`config.mk`:
```
export PLATFORM = sky130hd
export DESIGN_NAME = csv_stream_parser
export DESIGN_NICKNAME = d
export VERILOG_FILES = /design/src/design/csvp_pkg.sv /design/src/design/csv_stream_parser.sv
export SDC_FILE = /design/constraint.sdc
export NUM_CORES = 1
export LEC_CHECK = 0
export ABC_AREA = 1
export BUFFER_PORTS_ARGS = -buffer_cell sky130_fd_sc_hd__buf_2
export CORE_UTILIZATION = 56
export DETAILED_ROUTE_END_ITERATION = 7
export GPL_ROUTABILITY_DRIVEN = 0
export PLACE_DENSITY = 0.76
export SYNTH_ARGS = -nofsm -noshare
export SYNTH_HDL_FRONTEND = slang
export SYNTH_SLANG_ARGS = --single-unit
```
`constraint.sdc`:
```
create_clock -name clk_i -period 10.06 [get_ports clk_i]
set_input_delay 1.006 -clock clk_i [delete_from_list [all_inputs] [get_ports clk_i]]
set_output_delay 1.006 -clock clk_i [all_outputs]
set_load 0.01 [all_outputs]
```
`src/design/csvp_pkg.sv`:
```
// types and codes for the csv stream parser
// no dependencies; imported by csv_stream_parser and its checker
package csvp_pkg;

  // input actions
  localparam logic ACT_BYTE = 1'b0;
  localparam logic ACT_END  = 1'b1;

  // result kinds
  localparam logic [2:0] KIND_BYTE       = 3'd0;
  localparam logic [2:0] KIND_FIELD_END  = 3'd1;
  localparam logic [2:0] KIND_RECORD_END = 3'd2;
  localparam logic [2:0] KIND_ERROR      = 3'd3;
  localparam logic [2:0] KIND_DONE       = 3'd4;

  // error codes
  localparam logic [2:0] ERR_NONE         = 3'd0;
  localparam logic [2:0] ERR_QUOTE_UNQ    = 3'd1;
  localparam logic [2:0] ERR_AFTER_QUOTE  = 3'd2;
  localparam logic [2:0] ERR_BARE_CR      = 3'd3;
  localparam logic [2:0] ERR_COUNT        = 3'd4;
  localparam logic [2:0] ERR_UNTERMINATED = 3'd5;

  // special characters
  localparam logic [7:0] CH_LF    = 8'h0A;
  localparam logic [7:0] CH_CR    = 8'h0D;
  localparam logic [7:0] CH_COMMA = 8'h2C;
  localparam logic [7:0] CH_QUOTE = 8'h22;
  localparam logic [7:0] CH_NUL   = 8'h00;

  typedef struct packed {
    logic       action;
    logic [7:0] byte_value;
  } csvp_in_t;

  typedef struct packed {
    logic [2:0]  kind;
    logic [7:0]  data_byte;
    logic [5:0]  field_index;
    logic [7:0]  field_length;
    logic [6:0]  field_count;
    logic [31:0] rec_number;
    logic [2:0]  error_code;
    logic        last;
  } csvp_out_t;

endpackage

```
`src/design/csv_stream_parser.sv`:
```
// csv stream parser top level: rfc 4180 state machine with result buffer
// depends on csvp_pkg
//
//   channel | signals                           | beat
//   --------+-----------------------------------+-----------------------------------
//   in      | in_valid_i, in_ready_o, in_data_i   | one byte or end of input
//   out     | out_valid_o, out_ready_i, out_data_o| one result (byte, ends, error, done)
//
// one input beat is taken per cycle; its zero to three results are written
// together into a three-slot result buffer, shown from the next cycle on and
// drained one beat per cycle while out_ready_i is high, so bytes with at most
// one result run back to back and after a beat with k results the next beat
// waits until k-1 of them are taken; in_ready_o rises already in the cycle the
// last pending result is taken; reset clears parser state and the buffer at once
module csv_stream_parser #(
  parameter int MAX_FIELDS    = 64,
  parameter int MAX_FIELD_LEN = 256
) (
  input  logic               clk_i,
  input  logic               rst_ni,
  input  logic               in_valid_i,
  output logic               in_ready_o,
  input  csvp_pkg::csvp_in_t in_data_i,
  output logic               out_valid_o,
  input  logic               out_ready_i,
  output csvp_pkg::csvp_out_t out_data_o
);
  import csvp_pkg::*;

  // counter widths follow the limits
  localparam int CNT_W = $clog2(MAX_FIELDS + 1);
  localparam int LEN_W = (MAX_FIELD_LEN > 2) ? $clog2(MAX_FIELD_LEN) : 1;
  localparam logic [CNT_W-1:0] CNT_MAX = CNT_W'(MAX_FIELDS);
  localparam logic [LEN_W-1:0] LEN_MAX = LEN_W'(MAX_FIELD_LEN - 1);

  // parser states
  localparam logic [3:0] S_MAIN         = 4'd0;
  localparam logic [3:0] S_QUOTED       = 4'd1;
  localparam logic [3:0] S_AFTER_QUOTE  = 4'd2;
  localparam logic [3:0] S_UNQUOTED     = 4'd3;
  localparam logic [3:0] S_AFTER_FIELD  = 4'd4;
  localparam logic [3:0] S_CR0          = 4'd5;
  localparam logic [3:0] S_CR1          = 4'd6;
  localparam logic [3:0] S_AFTER_FLD_CR = 4'd7;
  localparam logic [3:0] S_ERROR        = 4'd8;

  // parser state
  logic [3:0]       state_q, state_d;
  logic [LEN_W-1:0] len_q, len_d;
  logic [CNT_W-1:0] cnt_q, cnt_d;
  logic [CNT_W-1:0] exp_q, exp_d;
  logic             have_exp_q, have_exp_d;
  logic [31:0]      rec_q, rec_d;

  // result buffer
  csvp_out_t slot_q [3];
  csvp_out_t slot_d [3];
  logic [1:0] num_q, num_d;
  logic [1:0] rd_q;

  logic in_fire, out_fire;

  function automatic csvp_out_t make_res(logic [2:0] kind, logic [7:0] data,
                                         logic [5:0] idx, logic [7:0] flen,
                                         logic [6:0] fcnt, logic [31:0] line,
                                         logic [2:0] err);
    csvp_out_t r;
    r.kind         = kind;
    r.data_byte    = data;
    r.field_index  = idx;
    r.field_length = flen;
    r.field_count  = fcnt;
    r.rec_number   = line;
    r.error_code   = err;
    r.last         = 1'b0;
    return r;
  endfunction

  // handshake: accept when the buffer is empty or its last result leaves now
  assign out_valid_o = (rd_q != num_q);
  assign out_fire    = out_valid_o && out_ready_i;
  assign in_ready_o  = !out_valid_o || (out_ready_i && ((rd_q + 2'd1) == num_q));
  assign in_fire     = in_valid_i && in_ready_o;
  assign out_data_o  = slot_q[rd_q];

  // per-beat decode and result generation
  always_comb begin
    logic       is_lf, is_cr, is_cm, is_qt, is_nul;
    logic       do_add, do_ef, do_er, do_raise, do_done;
    logic [7:0] add_val;
    logic [2:0] raise_code;
    logic [1:0] n;

    state_d    = state_q;
    len_d      = len_q;
    cnt_d      = cnt_q;
    exp_d      = exp_q;
    have_exp_d = have_exp_q;
    rec_d      = rec_q;
    slot_d     = slot_q;

    is_lf  = (in_data_i.byte_value == CH_LF);
    is_cr  = (in_data_i.byte_value == CH_CR);
    is_cm  = (in_data_i.byte_value == CH_COMMA);
    is_qt  = (in_data_i.byte_value == CH_QUOTE);
    is_nul = (in_data_i.byte_value == CH_NUL);

    do_add     = 1'b0;
    do_ef      = 1'b0;
    do_er      = 1'b0;
    do_raise   = 1'b0;
    do_done    = 1'b0;
    add_val    = in_data_i.byte_value;
    raise_code = ERR_NONE;
    n          = 2'd0;

    if (in_data_i.action == ACT_END) begin
      do_done = 1'b1;
      case (state_q)
        S_UNQUOTED, S_AFTER_FIELD, S_AFTER_QUOTE: begin
          do_ef = 1'b1;
          do_er = 1'b1;
        end
        S_MAIN, S_ERROR: begin
        end
        default: begin
          do_raise   = 1'b1;
          raise_code = ERR_UNTERMINATED;
        end
      endcase
    end else begin
      case (state_q)
        S_MAIN, S_AFTER_FIELD: begin
          if (is_lf) begin
            do_ef = (state_q == S_AFTER_FIELD);
            do_er = 1'b1;
          end else if (is_cr) begin
            if (state_q == S_AFTER_FIELD) begin
              do_ef   = 1'b1;
              state_d = S_AFTER_FLD_CR;
            end else begin
              state_d = S_CR0;
            end
          end else if (is_cm) begin
            do_ef   = 1'b1;
            state_d = S_AFTER_FIELD;
          end else if (is_qt) begin
            state_d = S_QUOTED;
          end else begin
            do_add  = !is_nul;
            state_d = S_UNQUOTED;
          end
        end
        S_QUOTED: begin
          if (is_qt) begin
            state_d = S_AFTER_QUOTE;
          end else begin
            do_add = !is_nul;
          end
        end
        S_AFTER_QUOTE, S_UNQUOTED: begin
          if (is_lf) begin
            do_ef = 1'b1;
            do_er = 1'b1;
          end else if (is_cr) begin
            state_d = S_CR1;
          end else if (is_cm) begin
            do_ef   = 1'b1;
            state_d = S_AFTER_FIELD;
          end else if (state_q == S_AFTER_QUOTE) begin
            if (is_qt) begin
              // doubled quote gives one quote
              do_add  = 1'b1;
              add_val = CH_QUOTE;
              state_d = S_QUOTED;
            end else begin
              do_raise   = 1'b1;
              raise_code = ERR_AFTER_QUOTE;
            end
          end else if (is_qt) begin
            do_raise   = 1'b1;
            raise_code = ERR_QUOTE_UNQ;
          end else begin
            do_add = !is_nul;
          end
        end
        S_CR0, S_CR1, S_AFTER_FLD_CR: begin
          if (is_lf) begin
            do_ef = (state_q == S_CR1);
            do_er = 1'b1;
          end else begin
            do_raise   = 1'b1;
            raise_code = ERR_BARE_CR;
          end
        end
        default: begin
          // latched error: bytes are swallowed
        end
      endcase
    end

    // content byte, kept only below the length limit
    if (do_add && (len_d < LEN_MAX)) begin
      len_d = len_d + LEN_W'(1);
      if (cnt_d < CNT_MAX) begin
        slot_d[n] = make_res(KIND_BYTE, add_val, 6'(cnt_d), 8'd0, 7'd0, rec_d,
                             ERR_NONE);
        n = n + 2'd1;
      end
    end

    // field end, dropped past the field limit
    if (do_ef) begin
      if (cnt_d < CNT_MAX) begin
        slot_d[n] = make_res(KIND_FIELD_END, 8'd0, 6'(cnt_d), 8'(len_d), 7'd0,
                             rec_d, ERR_NONE);
        n = n + 2'd1;
        cnt_d = cnt_d + CNT_W'(1);
      end
      len_d = '0;
    end

    // record end; the first record fixes the expected count
    if (do_er) begin
      if (have_exp_d && (cnt_d != exp_d)) begin
        do_raise   = 1'b1;
        raise_code = ERR_COUNT;
      end else begin
        if (!have_exp_d) begin
          exp_d      = cnt_d;
          have_exp_d = 1'b1;
        end
        slot_d[n] = make_res(KIND_RECORD_END, 8'd0, 6'd0, 8'd0, 7'(cnt_d), rec_d,
                             ERR_NONE);
        n = n + 2'd1;
        cnt_d   = '0;
        len_d   = '0;
        rec_d   = rec_d + 32'd1;
        state_d = S_MAIN;
      end
    end

    if (do_raise) begin
      slot_d[n] = make_res(KIND_ERROR, 8'd0, 6'd0, 8'd0, 7'd0, rec_d, raise_code);
      n = n + 2'd1;
      state_d = S_ERROR;
    end

    // end of input: report, then back to reset values
    if (do_done) begin
      slot_d[n] = make_res(KIND_DONE, 8'd0, 6'd0, 8'd0, 7'd0, rec_d, ERR_NONE);
      n = n + 2'd1;
      state_d    = S_MAIN;
      len_d      = '0;
      cnt_d      = '0;
      exp_d      = '0;
      have_exp_d = 1'b0;
      rec_d      = 32'd1;
    end

    if (n != 2'd0) begin
      slot_d[n - 2'd1].last = 1'b1;
    end
    num_d = n;
  end

  // control state
  always_ff @(posedge clk_i or negedge rst_ni) begin
    if (!rst_ni) begin
      state_q    <= S_MAIN;
      len_q      <= '0;
      cnt_q      <= '0;
      exp_q      <= '0;
      have_exp_q <= 1'b0;
      rec_q      <= 32'd1;
      num_q      <= 2'd0;
      rd_q       <= 2'd0;
    end else if (in_fire) begin
      state_q    <= state_d;
      len_q      <= len_d;
      cnt_q      <= cnt_d;
      exp_q      <= exp_d;
      have_exp_q <= have_exp_d;
      rec_q      <= rec_d;
      num_q      <= num_d;
      rd_q       <= 2'd0;
    end else if (out_fire) begin
      rd_q <= rd_q + 2'd1;
    end
  end

  // result payload, loaded with every accepted beat
  always_ff @(posedge clk_i) begin
    if (in_fire) begin
      slot_q <= slot_d;
    end
  end

endmodule

```
# Word level (Yosys, flattened, before mapping)
# Cells that the tools add are included.
[word_totals]
output_inout_bits = 70
regBits = 267
[op_classes]
bitwise = 6
reduce_logical = 26
add_sub_neg = 9
n_eq_ne = 17
muxes = 129
n_lt_le_gt_ge = 13
[ops]
columns = ["operator", "count"]
rows = [
  ["$mux W204", 7],
  ["$bwmux W204", 5],
  ["$demux W68 S2", 5],
  ["$mux W68", 8],
  ["$bmux W68 S2", 1],
  ["$mux W32", 3],
  ["$mux W8", 12],
  ["$mux W7", 9],
  ["$mux W4", 13],
  ["$mux W1", 40],
  ["$add A32 B1 Y32 const B", 1],
  ["$mux W3", 9],
  ["$mux W2", 12],
  ["$ge A3 B3 Y1 const B", 6],
  ["$not A2 Y3", 6],
  ["$eq A4 B3 Y1 const B", 4],
  ["$eq A8 B4 Y1 const B", 2],
  ["$eq A8 B6 Y1 const B", 2],
  ["$lt A3 B1 Y1 const B", 5],
  ["$pmux W4 S3", 1],
  ["$add A2 B1 Y2 const B", 5],
  ["$logic_and A1 B1 Y1", 10],
  ["$add A8 B1 Y8 const B", 1],
  ["$eq A4 B2 Y1 const B", 2],
  ["25 further kinds", 31],
]

# Depth between registers and ports, before layout
[logic_depth]
word_depth = 29
depth_mapped = 36

# Worst setup path before layout
# OpenSTA, ideal clock, no wires.
[synth_path]
path_kind = "input-to-reg"
startpoint = "input out_ready_i"
endpoint = "register slot_q[0] (netlist name) (enable)"
required_time_ns = 9.411
t_arrival_ns = 7.082
path_stages = 4
setup_time_ns = 0.649
slack_ns = 2.328
path_cell_list = "o21a_1 > nand2_1 > inv_1 > clkbuf_1"
[synth_via]
elab_chain_len = 3
[synth_rtl]
columns = ["item", "line", "rtl"]
rows = [
  ["start, declared", "csv_stream_parser.sv:25", "input logic out_ready_i,"],
  ["$logic_and A1 B1 Y1", "csv_stream_parser.sv:82", "assign in_ready_o = !out_valid_o || (out_ready_i && ((rd_q + 2'd1) == num_q));"],
  ["$logic_or A1 B1 Y1", "csv_stream_parser.sv:82", ""],
  ["$logic_and A1 B1 Y1", "csv_stream_parser.sv:83", "assign in_fire = in_valid_i && in_ready_o;"],
  ["via in_fire", "csv_stream_parser.sv:61", "logic in_fire, out_fire;"],
  ["end signal, assigned", "csv_stream_parser.sv:295", "slot_q <= slot_d;"],
  ["end, declared", "csv_stream_parser.sv:56", "csvp_out_t slot_q [3];"],
]
# The timed path passes the listed nets, and every way through them passes these cells.
# A chain may end at the register's enable or synchronous reset.

==> summary.md <==
| Metric | Value |
|---|---|
| Clock Skews | `0.0100 ns` |
| Worst R2R Start | `state_q[3]` |
| Post-DRT Antenna Nets | `0` |
| Max_cap viols | `0` |
| Final Cycle Share | `0.658` |
| Initial antenna violation count | `0` |
| Routed wire length | `49,100 µm` |
| Post-cts repair resize count | `0` |
| Die width | `176 µm` |
| Mean Syn Cell Area | `7.68 µm²` |
| Crit path to | `slot_q[54]` |
| Post-DP HPWL | `30,300 µm` |
| Synth cell count leaders | `nand2_1 (509), o21ai_0 (334), inv_1 (210), edfxtp_1 (204), nor2_1 (179)` |
| VDD IR-drop max | `196 µV` |
| Port bufs | `82` |
| R2R setup slack | `3.66 ns` |
| Synth top area share | `0.362` |
| Pwr per Cell Area | `379 mW/mm²` |
| I/O Pins | `83` |
| Die area | `0.0309 mm²` |
| Slew @ Worst Pin | `2.87 ns` |
| Via count of the first global-routing pass | `15,100` |
| Violated checks | `slew limit` |
| Die H | `176 µm` |
| Post-CTS Setup Inserts | `0` |
| Crit path max fanout | `56` |
| Area of the core | `0.0297 mm²` |
| Most used cell, CP | `nand2_1` |
| Routed vias/inst | `6.12` |
| Layout cell share with drive strength beyond 1 | `0.0950` |
| Initial Util | `0.570` |
| Area post-placement | `0.0173 mm²` |
| Cells after Synth | `2,205` |
| CTS Buf Count | `30` |
| Critical Path Start | `in_data_i[8]` |
| DRC Markers | `0` |
| Number of flops mapped to enable cells by yosys | `204` |
| Worst-skew pair later-pin latency | `0.56 ns` |
| Slew Viols, Final | `82` |
| CTS max path bufs | `3` |
| Fin. Hold Viols | `0` |
| P_int | `3.71 mW` |
| Area Growth Syn to Fin | `8.16%` |
| Pleak | `7.68 nW` |
| Largest area contributor in the netlist | `edfxtp_1` |
| Final net count | `2,224` |
| Std-Cell Rows | `63` |
| Warnings, synthesis | `0` |
| CP Class | `primary input to flip-flop` |
| Sw Ratio | `0.466` |
| Reg power frac | `0.342` |
| Seq/Total Area, Yosys | `0.455` |
| Worst slew margin | `-0.915` |
| DR WL/cell | `18.8 µm` |
| Ys flop type | `edfxtp_1` |
| Largest net degree at the start of global routing | `98` |
| CTS Sinks | `267` |
| Synth Cell Area | `0.0169 mm²` |
| Syn Nets | `2,231` |
| Crit-path max cell delay | `0.64 ns` |
| Setup_tns | `0 ns` |
| Clock share of power | `0.157` |
| Final critical-path required period | `6.62 ns` |
| Startpoint Class | `primary input` |
| Final WS setup | `3.44 ns` |
| Clock-pin slew on the worst setup and hold paths | `0.06 ns` |
| Worst r2r path cells | `26` |
| TritonRoute pass-1 iters | `6` |
| Required @ worst endpoint | `10.45 ns` |
| Comb pwr share | `0.501` |
| P_sw | `3.23 mW` |
| DRT iter0 DRCs | `1,847` |
| CTS Hold Buffers Added | `0` |
| Synth area leaders | `edfxtp_1 (36%), nand2_1 (11%), o21ai_0 (9.9%)` |
| Finish-stage setup viols | `0` |
| Global-route usage over all layers | `0.318` |
| Worst r2r dst | `slot_q[54]` |
| Root Driver | `clkbuf_16` |
| Dpl ws | `3.07 ns` |
| H-tree depth | `1` |
| RSZ-0062 raised after global routing | `false` |
| First-pass GRT wire length | `78,600 µm` |
| Status | `finished, violations left` |
| CTS tree | `done` |
| Slowest CP cell | `nand2_1` |
| Cell area after layout | `0.0183 mm²` |
| CP endpoint kind | `flip-flop` |
| Most frequent cell after synthesis | `nand2_1` |
| Grt ovf | `0` |
| N_diodes | `0` |
| Seq cells post-synth | `267` |
| FFs w/ async S/R, synth | `0.236` |
| Via count | `16,000` |
| Hold Path Class | `flip-flop to flip-flop` |
| Peak Freq | `151 MHz` |
| Post-synth cell types | `49` |
| Crit path DAT | `7.01 ns` |
-- layout by cell type, fill, tap and decap left out, drive strengths merged, types with 13 or more instances in the layout --
| cell type | n |
|---|---|
| nand3 | 163 |
| nor3 | 36 |
| o22ai | 56 |
| nand2 | 538 |
| dfrtp | 62 |
| clkbuf | 42 |
| xor2 | 45 |
| inv | 226 |
| o21ai | 372 |
| buf | 98 |
| nor2 | 185 |
| ha | 13 |
| a22oi | 15 |
| a21oi | 75 |
| edfxtp | 204 |
| o221ai | 29 |
| clkinv | 16 |
-- flip-flops by register name, summed over array words and instances (netlist names) --
signal and flops:
cnt_q 7, exp_q 7, have_exp_q 1, len_q 8, num_q 2, rd_q 2, rec_q 32, slot_q 204
state_q 4
-- logic make-up after synthesis --
| group | after synthesis | synth area share |
|---|---|---|
| compound gates | 563 | 0.181 |
| buf+inv | 367 | 0.0890 |
| other cells | 2 | 0.000443 |
| fa+ha+maj | 13 | 0.00960 |
| mux | 1 | 0.000591 |
| flops | 267 | 0.455 |
| xor+xnor | 47 | 0.0243 |
| simple gates | 945 | 0.240 |
-- power groups by stage --
stage          sequential (mW)  clock [mW]  combinational, mW
3_5_place_dp              2.37           0               3.39
4_1_cts                   2.36        1.10               3.41
3_3_place_gp              2.35           0               3.31
2_1_floorplan             2.37           0               2.48
5_1_grt                   2.43        1.14               3.87
6_report                  2.37        1.09               3.48
-- critical path, delay by kind of cell --
| family | cells | cell delay [ns] |
|---|---|---|
| buffers and inverters | 6 | 1.82 |
| and+or+nand+nor | 18 | 3.36 |
| adders and majority gates | 2 | 0.50 |
| AOI/OAI and AO/OA | 1 | 0.20 |
-- worst min path at each step --
stage	start	endpoint	slack, ns	cells past startpoint
after global routing	num_q[1]	num_q[1]	0.57	2
after CTS	num_q[0]	num_q[0]	0.52	2
after detailed placement	num_q[0]	num_q[0]	0.50	2
after floorplan	num_q[0]	num_q[0]	0.47	2
final	num_q[0]	num_q[0]	0.52	2
after global placement	num_q[1]	num_q[1]	0.50	2
-- final cells by class --
type                            count  area (µm²)
Sequential cell                   267        7710
Tap cell                          390         488
Clock buffer                       42         857
Timing Repair Buffer               98         531
Multi-Input combinational cell   1571        7730
Clock inverter                     14         123
Fill cell                        2605       11400
Inverter                          230         878
-- per-layer routing --
metal,part of all wire,track usage,vias to the layer above
li1,-,-,7468
met2,0.46,0.510,864
met4,0.042,0.144,0
met3,0.094,0.0513,154
met5,0,0,-
met1,0.40,0.424,7512
-- metrics by stage --
| stage | hold slack, ns | utilization | instances | power [mW] |
|---|---|---|---|---|
| after global routing | 0.574 | 0.616 | 2612 | 7.44 |
| final | 0.517 | 0.616 | 2612 | 6.94 |
| after global placement | 0.499 | 0.583 | 2556 | 5.66 |
| after detailed placement | 0.503 | 0.583 | 2556 | 5.76 |
| after floorplan | 0.472 | - | 2205 | 4.85 |
| after CTS | 0.520 | 0.616 | 2612 | 6.87 |
No activity file was read; power rests on OpenSTA's default activity.
